**src/rtl/sorted_deadline_timer_queue_macros.svh**
```systemverilog
`ifndef SORTED_DEADLINE_TIMER_QUEUE_MACROS_SVH
`define SORTED_DEADLINE_TIMER_QUEUE_MACROS_SVH

// Check a property on every clock edge outside reset.
`define SDTQ_ASSERT(label, prop, msg) \
  label: assert property (@(posedge clk_i) disable iff (!rst_ni) (prop)) else $error(msg);

// Check that the consequent holds in the same cycle as the antecedent.
`define SDTQ_ASSERT_IMP(label, ante, cons, msg) \
  label: assert property (@(posedge clk_i) disable iff (!rst_ni) (ante) |-> (cons)) \
    else $error(msg);

`endif

```
**src/rtl/sdtq_pkg.sv**
```systemverilog
`timescale 1ns / 1ps

package sdtq_pkg;

  localparam int unsigned SecW     = 32;
  localparam int unsigned DelayW   = 16;
  localparam int unsigned IdW      = 8;
  localparam int unsigned TmoW     = 16;
  localparam int unsigned OpW      = 2;
  localparam int unsigned MaxFire  = 16;
  localparam int unsigned FireCntW = 4;

  typedef enum logic [OpW-1:0] {
    OP_TICK   = 2'd0,
    OP_ADD    = 2'd1,
    OP_DELETE = 2'd2
  } op_e;

  localparam logic KIND_FIRED  = 1'b0;
  localparam logic KIND_ACK    = 1'b1;
  localparam logic STATUS_OK   = 1'b0;
  localparam logic STATUS_FULL = 1'b1;

  // One timer entry as held in a slot.
  typedef struct packed {
    logic            valid;
    logic [SecW-1:0] deadline;
    logic [IdW-1:0]  owner;
  } entry_t;

  // Command broadcast to every slot.
  typedef struct packed {
    logic            shift;
    logic            insert;
    logic [SecW-1:0] deadline;
    logic [IdW-1:0]  owner;
  } slot_cmd_t;

endpackage

```
**src/rtl/sorted_deadline_timer_queue.sv**
```systemverilog
`timescale 1ns / 1ps
// Channel  | Handshake               | Payload
// ---------+-------------------------+---------------------------------------------
// request  | in_valid_i / in_ready_o | operation_i, delay_i, task_id_i
// result   | out_valid_o/out_ready_i | kind_o, fired_id_o, status_o,
//          |                         | queue_nonempty_o, min_timeout_o, last_o
//
// One request at a time: a tick fires due entries in turn, head first, or
// acknowledges when none is due; add latches, inserts, then acknowledges;
// delete walks the pending entries, then acknowledges; an unknown operation is
// acknowledged. in_ready_o is high only while the sequencer is idle; a stalled
// result holds the sequencer in place. Reset clears the second counter, state,
// fire count, position, result valid and slot valid bits only.

module sorted_deadline_timer_queue #(
  parameter int unsigned QUEUE_DEPTH = 16
) (
  input  logic                          clk_i,
  input  logic                          rst_ni,
  input  logic                          in_valid_i,
  output logic                          in_ready_o,
  input  logic [sdtq_pkg::OpW-1:0]      operation_i,
  input  logic [sdtq_pkg::DelayW-1:0]   delay_i,
  input  logic [sdtq_pkg::IdW-1:0]      task_id_i,
  output logic                          out_valid_o,
  input  logic                          out_ready_i,
  output logic                          kind_o,
  output logic [sdtq_pkg::IdW-1:0]      fired_id_o,
  output logic                          status_o,
  output logic                          queue_nonempty_o,
  output logic [sdtq_pkg::TmoW-1:0]     min_timeout_o,
  output logic                          last_o
);

  `include "sorted_deadline_timer_queue_macros.svh"

  localparam int unsigned IdxW = (QUEUE_DEPTH > 1) ? $clog2(QUEUE_DEPTH) : 1;
  localparam int unsigned PosW = $clog2(QUEUE_DEPTH + 1);

  typedef enum logic [4:0] {
    ST_IDLE   = 5'b00001,
    ST_INSERT = 5'b00010,
    ST_FIRE   = 5'b00100,
    ST_DELETE = 5'b01000,
    ST_ACK    = 5'b10000
  } state_e;

  state_e                            state_q, state_d;
  logic [sdtq_pkg::SecW-1:0]         sec_q, sec_d;
  logic [sdtq_pkg::SecW-1:0]         new_dl_q, new_dl_d;
  logic [sdtq_pkg::IdW-1:0]          id_q, id_d;
  logic                              status_q, status_d;
  logic [sdtq_pkg::FireCntW-1:0]     fire_cnt_q, fire_cnt_d;
  logic [PosW-1:0]                   pos_q, pos_d;

  // Output register
  logic                              out_valid_q, out_valid_d;
  logic                              kind_q, kind_d;
  logic [sdtq_pkg::IdW-1:0]          fired_id_q, fired_id_d;
  logic                              out_status_q, out_status_d;
  logic                              nonempty_q, nonempty_d;
  logic [sdtq_pkg::TmoW-1:0]         tmo_q, tmo_d;
  logic                              last_q, last_d;

  sdtq_pkg::slot_cmd_t               cmd;
  sdtq_pkg::entry_t                  slot_ent [QUEUE_DEPTH];
  logic [QUEUE_DEPTH-1:0]            slot_keep;
  logic [QUEUE_DEPTH-1:0]            shift_sel;
  logic [QUEUE_DEPTH-1:0]            valid_vec;

  // Slot chain: slot 0 is the head, entries stay packed and sorted.
  for (genvar i = 0; i < QUEUE_DEPTH; i++) begin : g_slot
    sdtq_pkg::entry_t left_ent;
    sdtq_pkg::entry_t right_ent;
    logic             left_keep;

    if (i == 0) begin : g_head
      assign left_ent  = '0;
      assign left_keep = 1'b1;
    end else begin : g_body
      assign left_ent  = slot_ent[i-1];
      assign left_keep = slot_keep[i-1];
    end

    if (i == QUEUE_DEPTH - 1) begin : g_tail
      assign right_ent = '0;
    end else begin : g_inner
      assign right_ent = slot_ent[i+1];
    end

    assign shift_sel[i] = (PosW'(i) >= pos_q);
    assign valid_vec[i] = slot_ent[i].valid;

    sdtq_cell u_slot (
      .clk_i       (clk_i),
      .rst_ni      (rst_ni),
      .cmd_i       (cmd),
      .shift_sel_i (shift_sel[i]),
      .left_i      (left_ent),
      .left_keep_i (left_keep),
      .right_i     (right_ent),
      .entry_o     (slot_ent[i]),
      .keep_o      (slot_keep[i])
    );
  end

  logic                          out_free;
  logic                          head_due;
  logic                          next_due;
  logic                          fire_last;
  logic                          full;
  logic [sdtq_pkg::SecW:0]       dl_sum;
  logic [sdtq_pkg::SecW-1:0]     head_diff;
  logic [sdtq_pkg::TmoW-1:0]     ack_tmo;
  sdtq_pkg::entry_t              at_pos;
  logic                          pos_end;
  logic                          front_both_valid;
  logic                          front_in_order;
  logic                          burst_open;

  assign out_free  = !out_valid_q || out_ready_i;
  assign head_due  = slot_ent[0].valid && (slot_ent[0].deadline <= sec_q);
  assign next_due  = slot_ent[1].valid && (slot_ent[1].deadline <= sec_q);
  // Mark the last fired result: fire cap reached or the next head is not due.
  assign fire_last = (fire_cnt_q == sdtq_pkg::FireCntW'(sdtq_pkg::MaxFire - 1)) || !next_due;
  assign full      = slot_ent[QUEUE_DEPTH-1].valid;

  // Saturate the new deadline at the top of the counter range.
  assign dl_sum    = {1'b0, sec_q} + (sdtq_pkg::SecW + 1)'(delay_i);

  // Seconds left until the head fires, clamped to the result width.
  assign head_diff = slot_ent[0].deadline - sec_q;
  always_comb begin
    if (!slot_ent[0].valid || (slot_ent[0].deadline <= sec_q)) begin
      ack_tmo = '0;
    end else if (|head_diff[sdtq_pkg::SecW-1:sdtq_pkg::TmoW]) begin
      ack_tmo = '1;
    end else begin
      ack_tmo = head_diff[sdtq_pkg::TmoW-1:0];
    end
  end

  assign at_pos  = slot_ent[pos_q[IdxW-1:0]];
  assign pos_end = (pos_q == PosW'(QUEUE_DEPTH)) || !at_pos.valid;

  always_comb begin
    state_d      = state_q;
    sec_d        = sec_q;
    new_dl_d     = new_dl_q;
    id_d         = id_q;
    status_d     = status_q;
    fire_cnt_d   = fire_cnt_q;
    pos_d        = pos_q;
    in_ready_o   = 1'b0;

    cmd.shift    = 1'b0;
    cmd.insert   = 1'b0;
    cmd.deadline = new_dl_q;
    cmd.owner    = id_q;

    out_valid_d  = out_valid_q && !out_ready_i;
    kind_d       = kind_q;
    fired_id_d   = fired_id_q;
    out_status_d = out_status_q;
    nonempty_d   = nonempty_q;
    tmo_d        = tmo_q;
    last_d       = last_q;

    case (state_q)
      ST_IDLE: begin
        in_ready_o = 1'b1;
        if (in_valid_i) begin
          case (operation_i)
            sdtq_pkg::OP_TICK: begin
              if (sec_q != '1) begin
                sec_d = sec_q + 1'b1;
              end
              fire_cnt_d = '0;
              pos_d      = '0;
              state_d    = ST_FIRE;
            end
            sdtq_pkg::OP_ADD: begin
              new_dl_d = dl_sum[sdtq_pkg::SecW] ? '1 : dl_sum[sdtq_pkg::SecW-1:0];
              id_d     = task_id_i;
              state_d  = ST_INSERT;
            end
            sdtq_pkg::OP_DELETE: begin
              id_d    = task_id_i;
              pos_d   = '0;
              state_d = ST_DELETE;
            end
            default: begin
              // Unknown operation: acknowledge with no change.
              status_d = sdtq_pkg::STATUS_OK;
              state_d  = ST_ACK;
            end
          endcase
        end
      end

      ST_INSERT: begin
        if (full) begin
          status_d = sdtq_pkg::STATUS_FULL;
        end else begin
          cmd.insert = 1'b1;
          status_d   = sdtq_pkg::STATUS_OK;
        end
        state_d = ST_ACK;
      end

      ST_FIRE: begin
        if (head_due) begin
          if (out_free) begin
            // Pop the head: every slot takes its right neighbor.
            cmd.shift    = 1'b1;
            out_valid_d  = 1'b1;
            kind_d       = sdtq_pkg::KIND_FIRED;
            fired_id_d   = slot_ent[0].owner;
            out_status_d = sdtq_pkg::STATUS_OK;
            nonempty_d   = slot_ent[1].valid;
            tmo_d        = '0;
            last_d       = fire_last;
            if (fire_last) begin
              state_d = ST_IDLE;
            end else begin
              fire_cnt_d = fire_cnt_q + 1'b1;
            end
          end
        end else begin
          // Nothing due on this tick.
          status_d = sdtq_pkg::STATUS_OK;
          state_d  = ST_ACK;
        end
      end

      ST_DELETE: begin
        if (pos_end) begin
          status_d = sdtq_pkg::STATUS_OK;
          state_d  = ST_ACK;
        end else if (at_pos.owner == id_q) begin
          // Drop the matching entry; slots at and after it move left.
          cmd.shift = 1'b1;
        end else begin
          pos_d = pos_q + 1'b1;
        end
      end

      ST_ACK: begin
        if (out_free) begin
          out_valid_d  = 1'b1;
          kind_d       = sdtq_pkg::KIND_ACK;
          fired_id_d   = '0;
          out_status_d = status_q;
          nonempty_d   = slot_ent[0].valid;
          tmo_d        = ack_tmo;
          last_d       = 1'b1;
          state_d      = ST_IDLE;
        end
      end

      default: begin
        state_d = ST_IDLE;
      end
    endcase
  end

  always_ff @(posedge clk_i or negedge rst_ni) begin
    if (!rst_ni) begin
      state_q     <= ST_IDLE;
      sec_q       <= '0;
      out_valid_q <= 1'b0;
      fire_cnt_q  <= '0;
      pos_q       <= '0;
    end else begin
      state_q     <= state_d;
      sec_q       <= sec_d;
      out_valid_q <= out_valid_d;
      fire_cnt_q  <= fire_cnt_d;
      pos_q       <= pos_d;
    end
  end

  always_ff @(posedge clk_i) begin
    new_dl_q     <= new_dl_d;
    id_q         <= id_d;
    status_q     <= status_d;
    kind_q       <= kind_d;
    fired_id_q   <= fired_id_d;
    out_status_q <= out_status_d;
    nonempty_q   <= nonempty_d;
    tmo_q        <= tmo_d;
    last_q       <= last_d;
  end

  assign out_valid_o      = out_valid_q;
  assign kind_o           = kind_q;
  assign fired_id_o       = fired_id_q;
  assign status_o         = out_status_q;
  assign queue_nonempty_o = nonempty_q;
  assign min_timeout_o    = tmo_q;
  assign last_o           = last_q;

  assign front_both_valid = slot_ent[0].valid && slot_ent[1].valid;
  assign front_in_order   = slot_ent[0].deadline <= slot_ent[1].deadline;
  assign burst_open       = out_valid_o && !last_o;

  // Valid slots form a packed run starting at the head.
  `SDTQ_ASSERT(a_valid_packed, (valid_vec & (valid_vec + 1'b1)) == '0, "slot gap")
  // The two front slots stay in deadline order.
  `SDTQ_ASSERT_IMP(a_head_sorted, front_both_valid, front_in_order, "head unsorted")
  // A pending non-final fired result keeps new requests out.
  `SDTQ_ASSERT_IMP(a_fire_blocks, burst_open, !in_ready_o, "request taken mid-burst")

endmodule

```
**src/rtl/sdtq_cell.sv**
```systemverilog
`timescale 1ns / 1ps

module sdtq_cell (
  input  logic               clk_i,
  input  logic               rst_ni,
  input  sdtq_pkg::slot_cmd_t cmd_i,
  input  logic               shift_sel_i,
  input  sdtq_pkg::entry_t   left_i,
  input  logic               left_keep_i,
  input  sdtq_pkg::entry_t   right_i,
  output sdtq_pkg::entry_t   entry_o,
  output logic               keep_o
);

  logic                          valid_q, valid_d;
  logic [sdtq_pkg::SecW-1:0]     deadline_q, deadline_d;
  logic [sdtq_pkg::IdW-1:0]      owner_q, owner_d;

  // Keep the own entry on insert when it is due no later than the new one.
  assign keep_o = valid_q && (deadline_q <= cmd_i.deadline);

  assign entry_o.valid    = valid_q;
  assign entry_o.deadline = deadline_q;
  assign entry_o.owner    = owner_q;

  always_comb begin
    valid_d    = valid_q;
    deadline_d = deadline_q;
    owner_d    = owner_q;
    if (cmd_i.shift && shift_sel_i) begin
      valid_d    = right_i.valid;
      deadline_d = right_i.deadline;
      owner_d    = right_i.owner;
    end else if (cmd_i.insert && !keep_o) begin
      if (left_keep_i) begin
        valid_d    = 1'b1;
        deadline_d = cmd_i.deadline;
        owner_d    = cmd_i.owner;
      end else begin
        valid_d    = left_i.valid;
        deadline_d = left_i.deadline;
        owner_d    = left_i.owner;
      end
    end
  end

  always_ff @(posedge clk_i or negedge rst_ni) begin
    if (!rst_ni) begin
      valid_q <= 1'b0;
    end else begin
      valid_q <= valid_d;
    end
  end

  always_ff @(posedge clk_i) begin
    deadline_q <= deadline_d;
    owner_q    <= owner_d;
  end

endmodule

```
**config.mk**
```make
export PLATFORM = sky130hd
export DESIGN_NAME = sorted_deadline_timer_queue
export DESIGN_NICKNAME = d
export VERILOG_FILES = /design/src/rtl/sdtq_pkg.sv /design/src/rtl/sorted_deadline_timer_queue.sv /design/src/rtl/sdtq_cell.sv
export VERILOG_INCLUDE_DIRS = /design/src /design/src/rtl
export SDC_FILE = /design/constraint.sdc
export NUM_CORES = 2
export LEC_CHECK = 0
export BUFFER_PORTS_ARGS = -buffer_cell sky130_fd_sc_hd__buf_4
export CELL_PAD_IN_SITES_DETAIL_PLACEMENT = 1
export CELL_PAD_IN_SITES_GLOBAL_PLACEMENT = 1
export CORE_MARGIN = 2
export CORE_UTILIZATION = 50
export CTS_CLUSTER_SIZE = 14
export DETAILED_ROUTE_END_ITERATION = 12
export PLACE_DENSITY = 0.78
export SETUP_SLACK_MARGIN = 0.02
export SYNTH_ARGS = -nofsm -noshare
export SYNTH_HDL_FRONTEND = slang
export SYNTH_SLANG_ARGS = --single-unit
```
**constraint.sdc**
```tcl
create_clock -name clk_i -period 7.2 [get_ports clk_i]
set_input_delay 1.44 -clock clk_i [delete_from_list [all_inputs] [get_ports clk_i]]
set_output_delay 1.44 -clock clk_i [all_outputs]
set_load 0.02 [all_outputs]
```
==> parameters.txt <==
Parameter                              Value

Outcome
  Result of the run ... finished, final reports clean

Timing
  Post-route minimum period ... 5.487 ns
  Final Max Tran Viols ... 0
  Endpoints failing setup ... 0
  Setup repair after global routing missed its margin ... false
  Total negative setup slack ... 0 ns
  Maximum operating frequency ... 182.3 MHz
  Final count of hold timing violations ... 0
  Largest clock skew in the final design ... 0.03382 ns
  Worst slew margin ... 14.51%
  Least-Margin Pin Slew ... 1.282 ns
  Post-route fraction of the period consumed by the critical path ... 76.21%

Critical path
  Depth of the most critical reg-to-reg path ... 11
  Worst Path Arrival ... 5.82 ns
  Required arrival time at the worst endpoint ... 7.53 ns
  Beginning of the worst register-to-register path ... pos_q[0]
  Origin of the worst setup path ... pos_q[0]
  End of the worst register-to-register path ... g_slot[5].u_slot.deadline_q[10]
  Category of the worst setup path launch point ... flop
  Capturing element type of the critical path ... flop
  Max Fanout on Critical Path ... 81
  Worst setup path endpoint ... g_slot[5].u_slot.deadline_q[10]
  Critical path type ... reg2reg
  R2R setup slack ... 1.71 ns

Layout
  Number of nets at the end of the flow ... 5787
  Area growth from synthesis to layout ... 9.943%
  Most used cells in the layout excluding fill and tap cells ... sky130_fd_sc_hd__a21oi_1 (737), sky130_fd_sc_hd__nor2_1 (715), sky130_fd_sc_hd__edfxtp_1 (669)
  Fraction of final layout cells sized beyond drive strength 1 ... 10.25%
  Most frequent standard cell in the layout excluding fill and tap cells ... sky130_fd_sc_hd__a21oi_1
  Final cell count without fillers ... 6661
  Total non-filler cell area in the finished layout ... 58910 um^2

Die
  Horiz. Die Dim ... 331.4 um
  DIE HEIGHT ... 331.4 um
  Overall die area ... 109800 um^2
  I/O pin total ... 60
  Number of rows created at floorplan ... 120
  Core Region ... 106600 um^2
  Starting Density ... 50.26%

Yosys
  Synthesized netlist cell count ... 5202
  Register bit count reported by yosys ... 772
  Post-Synthesis Cell Area ... 53580 um^2
  Synth warnings ... 0
  Ys async rst share ... 8.161%
  Main synth FF type ... sky130_fd_sc_hd__edfxtp_1
  Number of enable-type register cells in the synthesized netlist ... 669
  Net count after synthesis ... 5807
  Sequential share of the synthesized area ... 41.93%
  Average size of a mapped cell ... 10.30 um^2
  Number of distinct library cells after synthesis ... 79

Clock network
  Clock Path Buffers ... 3
  H-tree level count ... 3
  Clk sink count ... 772
  CTS root buffer ... sky130_fd_sc_hd__clkbuf_16
  Clock tree from TritonCTS ... built
  CTS-repair resized insts ... 0
  Source-to-sink clock delay at the later pin of the worst-skew pair ... 0.71 ns
  Post-CTS clock slew at the launch and capture registers of the worst setup and hold paths ... 0.06 ns
  Count of buffers added by post-CTS timing repair for setup ... 0
  Count of hold-fix buffers inserted at cts ... 0
  Number of buffers added by the clock tree synthesis step ... 91

Routing
  Pre-antenna DRT Iters ... 5
  Post-DR wirelength/cell ... 27.35 um
  Via count ... 42410
  Drt drc ... 0
  Mean number of vias per cell ... 6.366
  Violation count after the first detailed-routing iteration ... 3625
  Antenna viol nets, final ... 0
  Routed wire length ... 182200 um

Power and ir drop
  Worst VDD drop ... 0.1678 mV
  Total power draw ... 11.81 mW
  Fraction of power spent switching nets ... 28.62%
  Combinational fraction of design power ... 17.4%
  Cell internal pwr ... 8.430 mW
  Total net switching power ... 3.380 mW
  Share of power burned in registers ... 43.3%
  Fraction of power consumed by the clock network ... 39.3%
  Power Density ... 200.5 nW/um^2
  Lkg Pwr ... 24.44 nW

GRT
  Number of antenna violations at the first check in global routing ... 5
  Global-route wire length before repair ... 276300 um
  Vias in the first global route ... 43990
  GR Util All Layers ... 32.71%
  Remaining Overflow, GRT ... 0
  Maximum number of pins on one net before global-route repair ... 83

Placement
  DPL Wire Length ... 140600 um
  Placer Congestion ... 0.9546
  Total instance count after detailed placement ... 6492
  Placed instance area ... 56000 um^2
  Count of input and output buffers ... 59

Run
  Max-capacitance violation count ... 0

Worst hold path
  Worst min path class ... reg2reg
[synth_stat cells, types with 9 or more instances]
cell type	number	area, um^2
sky130_fd_sc_hd__a211oi_1	68	510.5
sky130_fd_sc_hd__a21o_1	114	855.8
sky130_fd_sc_hd__a21oi_1	740	3704
sky130_fd_sc_hd__a221o_1	9	90.09
sky130_fd_sc_hd__a221oi_1	9	78.83
sky130_fd_sc_hd__a31oi_1	11	68.82
sky130_fd_sc_hd__and2_1	19	118.9
sky130_fd_sc_hd__and3_1	35	219.0
sky130_fd_sc_hd__and4_1	10	87.58
sky130_fd_sc_hd__buf_1	12	45.04
sky130_fd_sc_hd__buf_2	61	305.3
sky130_fd_sc_hd__clkbuf_1	235	882.1
sky130_fd_sc_hd__dfrtp_1	62	1551
sky130_fd_sc_hd__dfxtp_1	40	800.8
sky130_fd_sc_hd__edfxtp_1	669	20090
sky130_fd_sc_hd__ha_1	573	7169
sky130_fd_sc_hd__inv_1	130	488.0
sky130_fd_sc_hd__mux2_1	11	123.9
sky130_fd_sc_hd__mux2_2	112	1261
sky130_fd_sc_hd__mux2i_1	592	5926
sky130_fd_sc_hd__mux4_2	35	788.3
sky130_fd_sc_hd__nand2_1	175	656.9
sky130_fd_sc_hd__nand2b_1	24	150.1
sky130_fd_sc_hd__nand3_1	57	285.3
sky130_fd_sc_hd__nand4_1	121	757.0
sky130_fd_sc_hd__nor2_1	717	2691
sky130_fd_sc_hd__nor2b_1	52	325.3
sky130_fd_sc_hd__nor3_1	41	205.2
sky130_fd_sc_hd__nor4_1	20	125.1
sky130_fd_sc_hd__o2111ai_1	12	105.1
sky130_fd_sc_hd__o211ai_1	32	240.2
sky130_fd_sc_hd__o21a_1	42	315.3
sky130_fd_sc_hd__o21ai_0	137	685.7
sky130_fd_sc_hd__o22ai_1	10	62.56
sky130_fd_sc_hd__or2_2	12	75.07
sky130_fd_sc_hd__or3_1	16	100.1
sky130_fd_sc_hd__xnor2_1	62	543.0
sky130_fd_sc_hd__xor2_1	12	105.1
[flip-flops by register name (all words and copies together), names as in the netlist, 4 cells and up]
register	flops
fire_cnt_q	4
fired_id_o	8
g_slot.u_slot.deadline_q	512
g_slot.u_slot.owner_q	128
g_slot.u_slot.valid_q	16
id_q	8
min_timeout_o	16
new_dl_q	32
pos_q	5
sec_q	32
state_q	5
[layer usage]
layer  global-route usage (%)  wire (um)  vias to the layer above  share of wire, %
met4                    15.02       9073                        4               5.0
met2                    52.80      83370                     1389                46
met5                        0         27                        -             0.015
met1                    43.45      78120                    21190                43
li1                         -          -                    19480                 -
met3                    5.010      11570                      349               6.4
[cell type report]
class	count	area (um^2)
antenna	2	5.005
clock buffer	136	2539
clock inverter	31	362.8
fill	11640	47690
inverter	134	503.0
multi-input combinational	3982	29740
sequential	772	22470
tap	1403	1755
timing repair buffer	201	1534
[cell families (layout without fill, tap and decap cells)]
logic type,Yosys count,after routing,synth area share (%)
AND/OR/NAND/NOR,1326,1326,11.28
other,0,2,0
XOR/XNOR,74,74,1.210
adder cells (fa/ha/maj),575,575,13.46
AO/OA/AOI/OAI,1257,1257,13.68
multiplexers,750,750,15.12
flip-flops,772,772,41.93
buffers and inverters,448,502,3.323
[power by group through the flow]
stage          Sequential, mW  Combinational, mW  Clock, mW
2_1_floorplan            5.15               1.37          0
3_3_place_gp             5.20               1.93          0
3_5_place_dp             5.21               2.01          0
4_1_cts                  5.12               2.04       4.69
5_1_grt                  5.13               2.23       4.84
6_report                 5.12               2.05       4.64
[worst max-delay path: stages (launching register included)]
cell and delay, ns:
sky130_fd_sc_hd__dfrtp_2 1.01, sky130_fd_sc_hd__mux4_2 0.61, sky130_fd_sc_hd__mux2_2 0.28, sky130_fd_sc_hd__or3_1 0.31, sky130_fd_sc_hd__a21oi_1 0.39, sky130_fd_sc_hd__nor2_1 0.27, sky130_fd_sc_hd__nor4b_4 0.86, sky130_fd_sc_hd__o22ai_4 0.11
sky130_fd_sc_hd__buf_4 0.38, sky130_fd_sc_hd__a21boi_1 0.25, sky130_fd_sc_hd__inv_1 0.10, sky130_fd_sc_hd__buf_4 0.46
[worst min-delay path by stage]
| stage | startpoint | endpoint | slack [ns] | cells after the start |
|---|---|---|---|---|
| global route | g_slot[15].u_slot.deadline_q[4] | g_slot[15].u_slot.deadline_q[4] | 0.52 | 2 |
| CTS | g_slot[15].u_slot.deadline_q[7] | g_slot[15].u_slot.deadline_q[7] | 0.50 | 2 |
| floorplan | fire_cnt_q[0] | fire_cnt_q[0] | 0.47 | 1 |
| detailed placement | g_slot[15].u_slot.deadline_q[25] | g_slot[15].u_slot.deadline_q[25] | 0.49 | 2 |
| finish | g_slot[15].u_slot.deadline_q[4] | g_slot[15].u_slot.deadline_q[4] | 0.50 | 2 |
| global placement | g_slot[15].u_slot.deadline_q[19] | g_slot[15].u_slot.deadline_q[19] | 0.49 | 2 |
[through the flow]
step           util (%)  worst slack [ns]  hold WS [ns]
2_1_floorplan         -            0.6755        0.4739
3_3_place_gp      52.53             1.950        0.4853
3_5_place_dp      52.53             1.810        0.4939
4_1_cts           55.25             1.771        0.5013
5_1_grt           55.25             1.391        0.5192
6_report          55.26             1.713        0.4991
No activity file was read; power rests on OpenSTA's default activity.
